<file path="src/design/tcte_pkg.sv">
// tcte_pkg: shared codes, result word types and helpers for the transfer engine.
// Used by tcte_fsm, tcte_out_slot and tftp_client_transfer_engine.
// Depends on nothing.
`default_nettype none

package tcte_pkg;

    // Input event codes
    localparam logic [2:0] OP_START   = 3'd0;
    localparam logic [2:0] OP_DATA    = 3'd1;
    localparam logic [2:0] OP_ACK     = 3'd2;
    localparam logic [2:0] OP_TIMEOUT = 3'd3;
    localparam logic [2:0] OP_SOCKERR = 3'd4;
    localparam logic [2:0] OP_CHUNK   = 3'd5;

    // Result action codes
    localparam logic [2:0] ACT_NONE     = 3'd0;
    localparam logic [2:0] ACT_ACK      = 3'd1;
    localparam logic [2:0] ACT_DATA     = 3'd2;
    localparam logic [2:0] ACT_DELIVER  = 3'd3;
    localparam logic [2:0] ACT_ERROR    = 3'd4;
    localparam logic [2:0] ACT_FINISHED = 3'd5;
    localparam logic [2:0] ACT_FAILED   = 3'd6;

    // Outcome codes
    localparam logic [1:0] OUT_NONE    = 2'd0;
    localparam logic [1:0] OUT_RETRIES = 2'd1;
    localparam logic [1:0] OUT_BADACK0 = 2'd2;
    localparam logic [1:0] OUT_SOCKERR = 2'd3;

    // Configuration register indexes
    localparam logic [1:0] CFG_DIRECTION  = 2'd0;
    localparam logic [1:0] CFG_MAX_RETRY  = 2'd1;
    localparam logic [1:0] CFG_FULL_BYTES = 2'd2;

    // Configuration reset values
    localparam logic        DIRECTION_RST  = 1'b0;
    localparam logic [3:0]  MAX_RETRY_RST  = 4'd5;
    localparam logic [15:0] FULL_BYTES_RST = 16'd512;

    typedef struct packed {
        logic [2:0]  action;
        logic [15:0] blk;
        logic [15:0] len;
        logic [1:0]  outcome;
    } result_t;

    // Up to three result words caused by one event, count is 1..3
    typedef struct packed {
        result_t [2:0] res;
        logic [1:0]    count;
    } batch_t;

    function automatic result_t make_result(
        input logic [2:0]  action,
        input logic [15:0] blk,
        input logic [15:0] len,
        input logic [1:0]  outcome
    );
        result_t r;
        r.action  = action;
        r.blk     = blk;
        r.len     = len;
        r.outcome = outcome;
        return r;
    endfunction

endpackage

`default_nettype wire

</file>
<file path="src/design/tcte_fsm.sv">
// tcte_fsm: transfer state and the per-event update that builds a batch of results.
// Depends on tcte_pkg.
`default_nettype none

module tcte_fsm (
    input  wire logic             clk,
    input  wire logic             rst_n,
    input  wire logic             fire,
    input  wire logic [2:0]       op,
    input  wire logic [15:0]      blk,
    input  wire logic [15:0]      len,
    input  wire logic             direction,
    input  wire logic [3:0]       max_retries,
    input  wire logic [15:0]      full_block_bytes,
    output tcte_pkg::batch_t      batch
);

    typedef enum logic [2:0] {
        PH_IDLE,
        PH_DL_RECV,
        PH_UL_ACK0,
        PH_UL_CHUNK,
        PH_UL_ACK,
        PH_DONE,
        PH_FAILED
    } phase_t;

    phase_t      phase_reg, phase_next;
    logic [15:0] current_block_reg, current_block_next;
    logic [3:0]  retries_left_reg, retries_left_next;
    logic        resend_enable_reg, resend_enable_next;
    logic        chunk_is_full_reg, chunk_is_full_next;
    logic [15:0] chunk_length_reg, chunk_length_next;

    logic [3:0]  reload;
    logic [3:0]  retries_dec;
    logic [15:0] prev_block;
    logic [15:0] next_block;

    assign reload      = (max_retries == 4'd0) ? 4'd1 : max_retries;
    assign retries_dec = retries_left_reg - 4'd1;
    assign prev_block  = current_block_reg - 16'd1;
    assign next_block  = current_block_reg + 16'd1;

    always_comb
    begin
        phase_next         = phase_reg;
        current_block_next = current_block_reg;
        retries_left_next  = retries_left_reg;
        resend_enable_next = resend_enable_reg;
        chunk_is_full_next = chunk_is_full_reg;
        chunk_length_next  = chunk_length_reg;
        batch              = '0;
        batch.count        = 2'd1;
        batch.res[0]       = tcte_pkg::make_result(tcte_pkg::ACT_NONE, 16'd0, 16'd0,
                                                   tcte_pkg::OUT_NONE);

        if (op == tcte_pkg::OP_START)
        begin
            current_block_next = 16'd0;
            resend_enable_next = 1'b1;
            chunk_is_full_next = 1'b1;
            chunk_length_next  = 16'd0;
            retries_left_next  = reload;
            phase_next         = direction ? PH_UL_ACK0 : PH_DL_RECV;
        end
        else
        begin
            case (phase_reg)
                PH_DL_RECV:
                begin
                    if (op == tcte_pkg::OP_DATA && blk != current_block_reg)
                    begin
                        // new block: ack, deliver, and finish on a short or long one
                        current_block_next = blk;
                        retries_left_next  = reload;
                        batch.res[0] = tcte_pkg::make_result(tcte_pkg::ACT_ACK, blk, 16'd0,
                                                             tcte_pkg::OUT_NONE);
                        batch.res[1] = tcte_pkg::make_result(tcte_pkg::ACT_DELIVER, blk, len,
                                                             tcte_pkg::OUT_NONE);
                        batch.count  = 2'd2;
                        if (len != full_block_bytes)
                        begin
                            batch.res[2] = tcte_pkg::make_result(tcte_pkg::ACT_FINISHED,
                                                                 16'd0, 16'd0,
                                                                 tcte_pkg::OUT_NONE);
                            batch.count  = 2'd3;
                            phase_next   = PH_DONE;
                        end
                    end
                    else if (op inside {tcte_pkg::OP_DATA, tcte_pkg::OP_TIMEOUT})
                    begin
                        // repeat or timeout: re-ack the last block and use up a retry
                        batch.res[0] = tcte_pkg::make_result(tcte_pkg::ACT_ACK,
                                                             current_block_reg, 16'd0,
                                                             tcte_pkg::OUT_NONE);
                        retries_left_next = retries_dec;
                        if (retries_dec == 4'd0)
                        begin
                            batch.res[1] = tcte_pkg::make_result(tcte_pkg::ACT_FINISHED,
                                                                 16'd0, 16'd0,
                                                                 tcte_pkg::OUT_RETRIES);
                            batch.count  = 2'd2;
                            phase_next   = PH_DONE;
                        end
                    end
                    else if (op == tcte_pkg::OP_SOCKERR)
                    begin
                        batch.res[0] = tcte_pkg::make_result(tcte_pkg::ACT_FAILED, 16'd0,
                                                             16'd0, tcte_pkg::OUT_SOCKERR);
                        phase_next   = PH_FAILED;
                    end
                end
                PH_UL_ACK0:
                begin
                    if (op == tcte_pkg::OP_ACK && blk == 16'd0)
                    begin
                        phase_next = PH_UL_CHUNK;
                    end
                    else if (op inside {tcte_pkg::OP_ACK, tcte_pkg::OP_TIMEOUT})
                    begin
                        batch.res[0] = tcte_pkg::make_result(tcte_pkg::ACT_FAILED, 16'd0,
                                                             16'd0, tcte_pkg::OUT_BADACK0);
                        phase_next   = PH_FAILED;
                    end
                    else if (op == tcte_pkg::OP_SOCKERR)
                    begin
                        batch.res[0] = tcte_pkg::make_result(tcte_pkg::ACT_FAILED, 16'd0,
                                                             16'd0, tcte_pkg::OUT_SOCKERR);
                        phase_next   = PH_FAILED;
                    end
                end
                PH_UL_CHUNK:
                begin
                    if (op == tcte_pkg::OP_CHUNK)
                    begin
                        current_block_next = next_block;
                        chunk_length_next  = len;
                        chunk_is_full_next = (len == full_block_bytes);
                        retries_left_next  = reload;
                        resend_enable_next = 1'b1;
                        batch.res[0] = tcte_pkg::make_result(tcte_pkg::ACT_DATA, next_block,
                                                             len, tcte_pkg::OUT_NONE);
                        phase_next   = PH_UL_ACK;
                    end
                    else if (op == tcte_pkg::OP_SOCKERR)
                    begin
                        batch.res[0] = tcte_pkg::make_result(tcte_pkg::ACT_ERROR, 16'd0,
                                                             16'd0, tcte_pkg::OUT_SOCKERR);
                        batch.res[1] = tcte_pkg::make_result(tcte_pkg::ACT_FAILED, 16'd0,
                                                             16'd0, tcte_pkg::OUT_SOCKERR);
                        batch.count  = 2'd2;
                        phase_next   = PH_FAILED;
                    end
                end
                PH_UL_ACK:
                begin
                    if (op == tcte_pkg::OP_ACK && blk != prev_block)
                    begin
                        resend_enable_next = 1'b1;
                        if (chunk_is_full_reg)
                        begin
                            phase_next = PH_UL_CHUNK;
                        end
                        else
                        begin
                            batch.res[0] = tcte_pkg::make_result(tcte_pkg::ACT_FINISHED,
                                                                 16'd0, 16'd0,
                                                                 tcte_pkg::OUT_NONE);
                            phase_next   = PH_DONE;
                        end
                    end
                    else if (op inside {tcte_pkg::OP_ACK, tcte_pkg::OP_TIMEOUT})
                    begin
                        // duplicate ack holds off resends until a later ack clears it
                        if (op == tcte_pkg::OP_ACK)
                        begin
                            resend_enable_next = 1'b0;
                        end
                        retries_left_next = retries_dec;
                        if (retries_dec == 4'd0)
                        begin
                            batch.res[0] = tcte_pkg::make_result(tcte_pkg::ACT_ERROR, 16'd0,
                                                                 16'd0,
                                                                 tcte_pkg::OUT_RETRIES);
                            batch.res[1] = tcte_pkg::make_result(tcte_pkg::ACT_FAILED, 16'd0,
                                                                 16'd0,
                                                                 tcte_pkg::OUT_RETRIES);
                            batch.count  = 2'd2;
                            phase_next   = PH_FAILED;
                        end
                        else if (op == tcte_pkg::OP_TIMEOUT && resend_enable_reg)
                        begin
                            batch.res[0] = tcte_pkg::make_result(tcte_pkg::ACT_DATA,
                                                                 current_block_reg,
                                                                 chunk_length_reg,
                                                                 tcte_pkg::OUT_NONE);
                        end
                    end
                    else if (op == tcte_pkg::OP_SOCKERR)
                    begin
                        batch.res[0] = tcte_pkg::make_result(tcte_pkg::ACT_ERROR, 16'd0,
                                                             16'd0, tcte_pkg::OUT_SOCKERR);
                        batch.res[1] = tcte_pkg::make_result(tcte_pkg::ACT_FAILED, 16'd0,
                                                             16'd0, tcte_pkg::OUT_SOCKERR);
                        batch.count  = 2'd2;
                        phase_next   = PH_FAILED;
                    end
                end
                default:
                begin
                    // idle, done and failed ignore everything but start
                end
            endcase
        end
    end

    always_ff @(posedge clk or negedge rst_n)
    begin
        if (!rst_n)
        begin
            phase_reg         <= PH_IDLE;
            current_block_reg <= 16'd0;
            retries_left_reg  <= 4'd0;
            resend_enable_reg <= 1'b1;
            chunk_is_full_reg <= 1'b1;
            chunk_length_reg  <= 16'd0;
        end
        else if (fire)
        begin
            phase_reg         <= phase_next;
            current_block_reg <= current_block_next;
            retries_left_reg  <= retries_left_next;
            resend_enable_reg <= resend_enable_next;
            chunk_is_full_reg <= chunk_is_full_next;
            chunk_length_reg  <= chunk_length_next;
        end
    end

    a_start_reloads: assert property (@(posedge clk) disable iff (!rst_n)
        fire && op == tcte_pkg::OP_START |=> retries_left_reg != 4'd0)
        else $error("start left no retries");

    a_none_alone: assert property (@(posedge clk) disable iff (!rst_n)
        fire && batch.res[0].action == tcte_pkg::ACT_NONE |-> batch.count == 2'd1)
        else $error("none result not alone in batch");

    a_active_retries: assert property (@(posedge clk) disable iff (!rst_n)
        (phase_reg == PH_DL_RECV || phase_reg == PH_UL_ACK) |-> retries_left_reg != 4'd0)
        else $error("active phase with no retries left");

endmodule

`default_nettype wire

</file>
<file path="src/design/tcte_out_slot.sv">
// tcte_out_slot: result register holding one batch and handing out its words in order.
// Depends on tcte_pkg.
`default_nettype none

module tcte_out_slot (
    input  wire logic              clk,
    input  wire logic              rst_n,
    input  wire logic              load,
    input  wire tcte_pkg::batch_t  batch,
    input  wire logic              out_stall,
    output logic                   can_load,
    output logic                   out_valid,
    output tcte_pkg::result_t      word,
    output logic                   word_last
);

    logic             full_reg, full_next;
    logic [1:0]       idx_reg, idx_next;
    tcte_pkg::batch_t batch_reg;
    logic             pop;

    assign out_valid = full_reg;
    assign word      = batch_reg.res[idx_reg];
    assign word_last = (idx_reg == batch_reg.count - 2'd1);
    assign pop       = full_reg && !out_stall;
    // free now, or the last word leaves this cycle
    assign can_load  = !full_reg || (pop && word_last);

    always_comb
    begin
        full_next = full_reg;
        idx_next  = idx_reg;
        if (load)
        begin
            full_next = 1'b1;
            idx_next  = 2'd0;
        end
        else if (pop)
        begin
            if (word_last)
            begin
                full_next = 1'b0;
                idx_next  = 2'd0;
            end
            else
            begin
                idx_next = idx_reg + 2'd1;
            end
        end
    end

    always_ff @(posedge clk or negedge rst_n)
    begin
        if (!rst_n)
        begin
            full_reg <= 1'b0;
            idx_reg  <= 2'd0;
        end
        else
        begin
            full_reg <= full_next;
            idx_reg  <= idx_next;
        end
    end

    always_ff @(posedge clk)
    begin
        if (load)
        begin
            batch_reg <= batch;
        end
    end

    a_idx_in_range: assert property (@(posedge clk) disable iff (!rst_n)
        full_reg |-> (batch_reg.count != 2'd0 && idx_reg < batch_reg.count))
        else $error("word index outside batch");

    a_load_allowed: assert property (@(posedge clk) disable iff (!rst_n)
        load |-> can_load)
        else $error("batch loaded over undelivered words");

    a_batch_continues: assert property (@(posedge clk) disable iff (!rst_n)
        pop && !word_last |=> full_reg && idx_reg == $past(idx_reg) + 2'd1)
        else $error("batch dropped before its last word");

endmodule

`default_nettype wire

</file>
<file path="src/design/tftp_client_transfer_engine.sv">
// tftp_client_transfer_engine: lock-step TFTP block-transfer controller, top level.
// Instantiates tcte_fsm and tcte_out_slot; depends on tcte_pkg.
//
//   channel   signals                                          flow control
//   -------   ----------------------------------------------   ------------------
//   in        in_valid, op, block, length                      in_stall from here
//   out       out_valid, action, out_block, out_length,
//             outcome, last                                    out_stall to here
//   cfg       cfg_write, cfg_index, cfg_data                   none, always taken
//
// An accepted event lands in the input register; once the result register can take
// the batch, the state update runs and its one to three result words are loaded there.
// Words leave one per cycle while out_stall is low, so an event's results leave in turn
// (one for most events, at most three); the result register's single read port sets this.
// An event is taken while the previous batch's last word is leaving.
// Reset restores the transfer state and the configuration and clears both valid flags.
// Hold in_stall while the input register waits for the result register to drain.
`default_nettype none

module tftp_client_transfer_engine (
    input  wire logic        clk,
    input  wire logic        rst_n,
    input  wire logic        in_valid,
    output logic             in_stall,
    input  wire logic [2:0]  op,
    input  wire logic [15:0] block,
    input  wire logic [15:0] length,
    output logic             out_valid,
    input  wire logic        out_stall,
    output logic [2:0]       action,
    output logic [15:0]      out_block,
    output logic [15:0]      out_length,
    output logic [1:0]       outcome,
    output logic             last,
    input  wire logic        cfg_write,
    input  wire logic [1:0]  cfg_index,
    input  wire logic [15:0] cfg_data
);

    // configuration registers
    logic        direction_reg;
    logic [3:0]  max_retries_reg;
    logic [15:0] full_block_bytes_reg;

    // input register
    logic        in_full_reg, in_full_next;
    logic [2:0]  op_reg;
    logic [15:0] block_reg;
    logic [15:0] length_reg;

    logic              accept;
    logic              fire;
    logic              can_load;
    tcte_pkg::batch_t  batch;
    tcte_pkg::result_t word;

    // advance the held event once the result register can take its batch
    assign fire     = in_full_reg && can_load;
    assign in_stall = in_full_reg && !can_load;
    assign accept   = in_valid && !in_stall;

    always_comb
    begin
        in_full_next = in_full_reg;
        if (accept)
        begin
            in_full_next = 1'b1;
        end
        else if (fire)
        begin
            in_full_next = 1'b0;
        end
    end

    always_ff @(posedge clk or negedge rst_n)
    begin
        if (!rst_n)
        begin
            in_full_reg          <= 1'b0;
            direction_reg        <= tcte_pkg::DIRECTION_RST;
            max_retries_reg      <= tcte_pkg::MAX_RETRY_RST;
            full_block_bytes_reg <= tcte_pkg::FULL_BYTES_RST;
        end
        else
        begin
            in_full_reg <= in_full_next;
            if (cfg_write)
            begin
                case (cfg_index)
                    tcte_pkg::CFG_DIRECTION:  direction_reg        <= cfg_data[0];
                    tcte_pkg::CFG_MAX_RETRY:  max_retries_reg      <= cfg_data[3:0];
                    tcte_pkg::CFG_FULL_BYTES: full_block_bytes_reg <= cfg_data;
                    default:
                    begin
                        // drop writes to unused indexes
                    end
                endcase
            end
        end
    end

    always_ff @(posedge clk)
    begin
        if (accept)
        begin
            op_reg     <= op;
            block_reg  <= block;
            length_reg <= length;
        end
    end

    tcte_fsm u_fsm (
        .clk              (clk),
        .rst_n            (rst_n),
        .fire             (fire),
        .op               (op_reg),
        .blk              (block_reg),
        .len              (length_reg),
        .direction        (direction_reg),
        .max_retries      (max_retries_reg),
        .full_block_bytes (full_block_bytes_reg),
        .batch            (batch)
    );

    tcte_out_slot u_out_slot (
        .clk       (clk),
        .rst_n     (rst_n),
        .load      (fire),
        .batch     (batch),
        .out_stall (out_stall),
        .can_load  (can_load),
        .out_valid (out_valid),
        .word      (word),
        .word_last (last)
    );

    assign action     = word.action;
    assign out_block  = word.blk;
    assign out_length = word.len;
    assign outcome    = word.outcome;

    a_stall_means_held: assert property (@(posedge clk) disable iff (!rst_n)
        in_stall |-> in_full_reg && out_valid)
        else $error("input stalled with nothing waiting");

    a_held_event_kept: assert property (@(posedge clk) disable iff (!rst_n)
        in_stall |=> in_full_reg && $stable(op_reg) && $stable(block_reg))
        else $error("held event lost while stalled");

    a_fire_gives_word: assert property (@(posedge clk) disable iff (!rst_n)
        fire |=> out_valid)
        else $error("event processed without a result word");

endmodule

`default_nettype wire

</file>
<file path="config.mk">
export PLATFORM = sky130hd
export DESIGN_NAME = tftp_client_transfer_engine
export DESIGN_NICKNAME = d
export VERILOG_FILES = /design/src/design/tcte_pkg.sv /design/src/design/tcte_fsm.sv /design/src/design/tcte_out_slot.sv /design/src/design/tftp_client_transfer_engine.sv
export SDC_FILE = /design/constraint.sdc
export NUM_CORES = 1
export LEC_CHECK = 0
export BUFFER_PORTS_ARGS = -buffer_cell sky130_fd_sc_hd__buf_4
export CORE_MARGIN = 2
export CORE_UTILIZATION = 35
export CTS_BUF_LIST = sky130_fd_sc_hd__clkbuf_4
export DETAILED_ROUTE_END_ITERATION = 7
export PLACE_DENSITY_LB_ADDON = 0.12
export REMOVE_ABC_BUFFERS = 1
export SLEW_MARGIN = 20
export SYNTH_ARGS = -nofsm -noshare
export SYNTH_HDL_FRONTEND = slang
export SYNTH_SLANG_ARGS = --single-unit
</file>
<file path="constraint.sdc">
create_clock -name clk -period 8.85 [get_ports clk]
set_clock_uncertainty 0.15 [all_clocks]
set_input_delay 0.885 -clock clk [delete_from_list [all_inputs] [get_ports clk]]
set_output_delay 0.885 -clock clk [all_outputs]
set_load 0.05 [all_outputs]
</file>
==> run metrics <==
cell taking the most area after synthesis edfxtp_1; data required time at the worst endpoint 9.21 ns; Post-CTS Setup Bufs 0; final-layout setup total negative slack 0 ns; clock root buffer master clkbuf_4; critical path class flip-flop to flip-flop; Core Util, Final 0.407; Gate Count Post-Synth 868; gpl congestion 0.842; delay contributed by the slowest stage of the critical path around 1.0 ns; area growth from synthesis to final layout 14.7%; top-count cell post-synth edfxtp_1; proportion of synthesized flip-flops having asynchronous set or reset 0.373; per-instance average area after synthesis 10.6 sq um; max reg flops 76; total wirelength of the detailed-routed design 24,000 um; Reg clk slew, reported paths 0.18 ns; Vert. Die Dim 166 um; Final Max Tran Viols 0; leading cell types by total area after synthesis edfxtp_1 36%, dfrtp_1 17%, mux2i_1 4.9%, o21ai_0 3.9%, xnor2_1 3.7%; TritonCTS clock tree done; post-detailed-route wirelength per cell between 15 and 20 um; Hold Path Class input pin to asynchronous set/reset pin; Post-layout nets ~1.0k; Syn Std Cell Area between 9000 and 10,000 sq um; sequential cell area fraction in the yosys report 0.542; run status finished clean; ranking of synthesized cells by instance count 111 x edfxtp_1, 85 x nor2_1, 78 x nand2_1; flip-flop cell with the highest count after synthesis edfxtp_1; slew at the pin with the worst max-slew slack ~1 ns; total of warnings raised by yosys 0; overall track demand over capacity in global routing 0.176; maximum resistive drop on vdd 0.144 mV; clock tree buffer depth 2; routed via count 6,809; fin crit share 0.456; floorplan row count 59; critical path, cell by cell xor2_1, or3_1, a21o_1, a21oi_4, o21ai_1, buf_4, nor3_1, o21ai_0, o21ai_0; Worst setup SP type flip-flop; drt initial violations 581; critical path fanouts, max 41; CP Data Arrival Time between 4 and 5 ns; Floorplan Core Area 25,900 sq um; power per standard cell area between 300 and 400 nW/um^2; cell repeated most along the worst path o21ai_0; detailed-route vias per instance 5.28; proportion of layout cells with a drive suffix above 1 0.196; global route total overflow 0; number of failing hold endpoints at the final stage 0; headroom to the max-slew limit 0.314; Final setup violation count 0; number of port buffers 97; iteration count of the initial detailed-routing pass 7; horizontal die dimension 166 um; clock latency on the worst-skew pair 0.61 ns; standby leakage power about 4.2 nW; DRC violation count after routing 0; vias in the first global route 6,622; number of max-cap violations 0; number of cells on the worst reg-to-reg path 9; Clock Sinks between 150 and 200; maximum number of pins on one net before global-route repair 67; H-tree levels 4; achievable frequency 248 MHz; Initial Utilization 0.355; count of unique library cells instantiated by Yosys 65; critical-path cell with the highest stage delay dfrtp_2; time the final worst path needs with I/O delays and setup 4.04 ns; initial antenna violation count 1; cells resized by post-CTS repair 0; wire length of the first global-routing pass 38,100 um; count of boundary I/O pins 98; cts bufs inserted 17; register bit count reported by yosys 177; count of antenna-violating nets left after detailed routing 0; CTS Hold Bufs 0; post-synth top area share 0.362; type of destination of the critical path flip-flop; overall die area 27,600 sq um; setup repair after global routing missed its margin no; HPWL Detailed 15,700 um; number of flops mapped to enable cells by yosys around 110
==> stage by stage <==
| stage | cell area (sq um) | cells | setup WS [ns] | hold slack [ns] | power (mW) |
|---|---|---|---|---|---|
| final | 10600 | 1289 | 4.81 | 0.237 | 3.40 |
| after global routing | 10600 | 1289 | 4.41 | 0.218 | 3.63 |
| after CTS | 10500 | 1286 | 4.58 | 0.247 | 3.44 |
| after detailed placement | 10200 | 1254 | 4.60 | 0.321 | 2.96 |
| after global placement | 10200 | 1254 | 4.74 | 0.312 | 2.95 |
| after floorplan | 8980 | 811 | 0.257 | 0.301 | 2.47 |
==> kinds of logic after synthesis <==
family / count (synthesis) / synth area share
xor+xnor: 45 / 0.0428
buf+inv: 76 / 0.0314
fa+ha+maj: 4 / 0.00544
mux: 68 / 0.0771
compound gates: 181 / 0.129
flops: 177 / 0.543
simple gates: 317 / 0.171
==> final timing paths <==
kind | startpoint | slack [ns] | end
worst min register to register | u_fsm.resend_enable_reg | 0.35 | u_fsm.resend_enable_reg
min in group clk | length[12] | 0.29 | length_reg[12]
worst min-delay path | rst_n | 0.24 | full_block_bytes_reg[4]
worst max register to register | u_out_slot.idx_reg[1] | 4.81 | u_fsm.current_block_reg[12]
max in group asynchronous | rst_n | 7.64 | u_out_slot.idx_reg[1]
worst max-delay path | u_out_slot.idx_reg[1] | 4.81 | u_fsm.current_block_reg[12]
==> where the power goes <==
group | total [mW] | internal (mW) | leakage (nW) | switching [mW]
logic | 1.51 | 0.536 | 2.14 | 0.970
clock network | 0.474 | 0.132 | 0.158 | 0.343
registers | 1.42 | 1.16 | 1.85 | 0.263
==> routing by layer <==
layer,global-route usage,wire length [um]
met5,0,0
met2,0.273,11100
met3,0.0353,966
met1,0.255,11600
met4,0.0393,289
==> critical path: cells and delay by family, from the launching register on <==
family / cells / cell delay [ns]
flip-flops: 1 / 1.01
AND/OR/NAND/NOR: 2 / 0.54
XOR/XNOR: 1 / 0.20
AO/OA/AOI/OAI: 5 / 1.70
buffers and inverters: 1 / 0.34
==> cells in the final DEF, fill, tap and decap left out, types with 17 or more instances in the layout <==
cell        n
nand2_1    77
and2_1     35
dfrtp_1    59
nor3_1     29
inv_1      19
clkbuf_4   17
nor2_1     85
edfxtp_1  111
buf_4     108
o21ai_0    71
a21oi_1    25
mux2i_1    45
xnor2_1    39
mux2_2     21
==> area by class of cell <==
cell class	count	area, sq um
Tap cell	335	419
Multi-Input combinational cell	615	3950
Clock buffer	17	128
Sequential cell	177	4990
Timing Repair Buffer	108	811
Antenna cell	3	7.51
Clock inverter	15	166
Inverter	19	71.3
Fill cell	2522	15400
(Power assumes the default switching activity.)
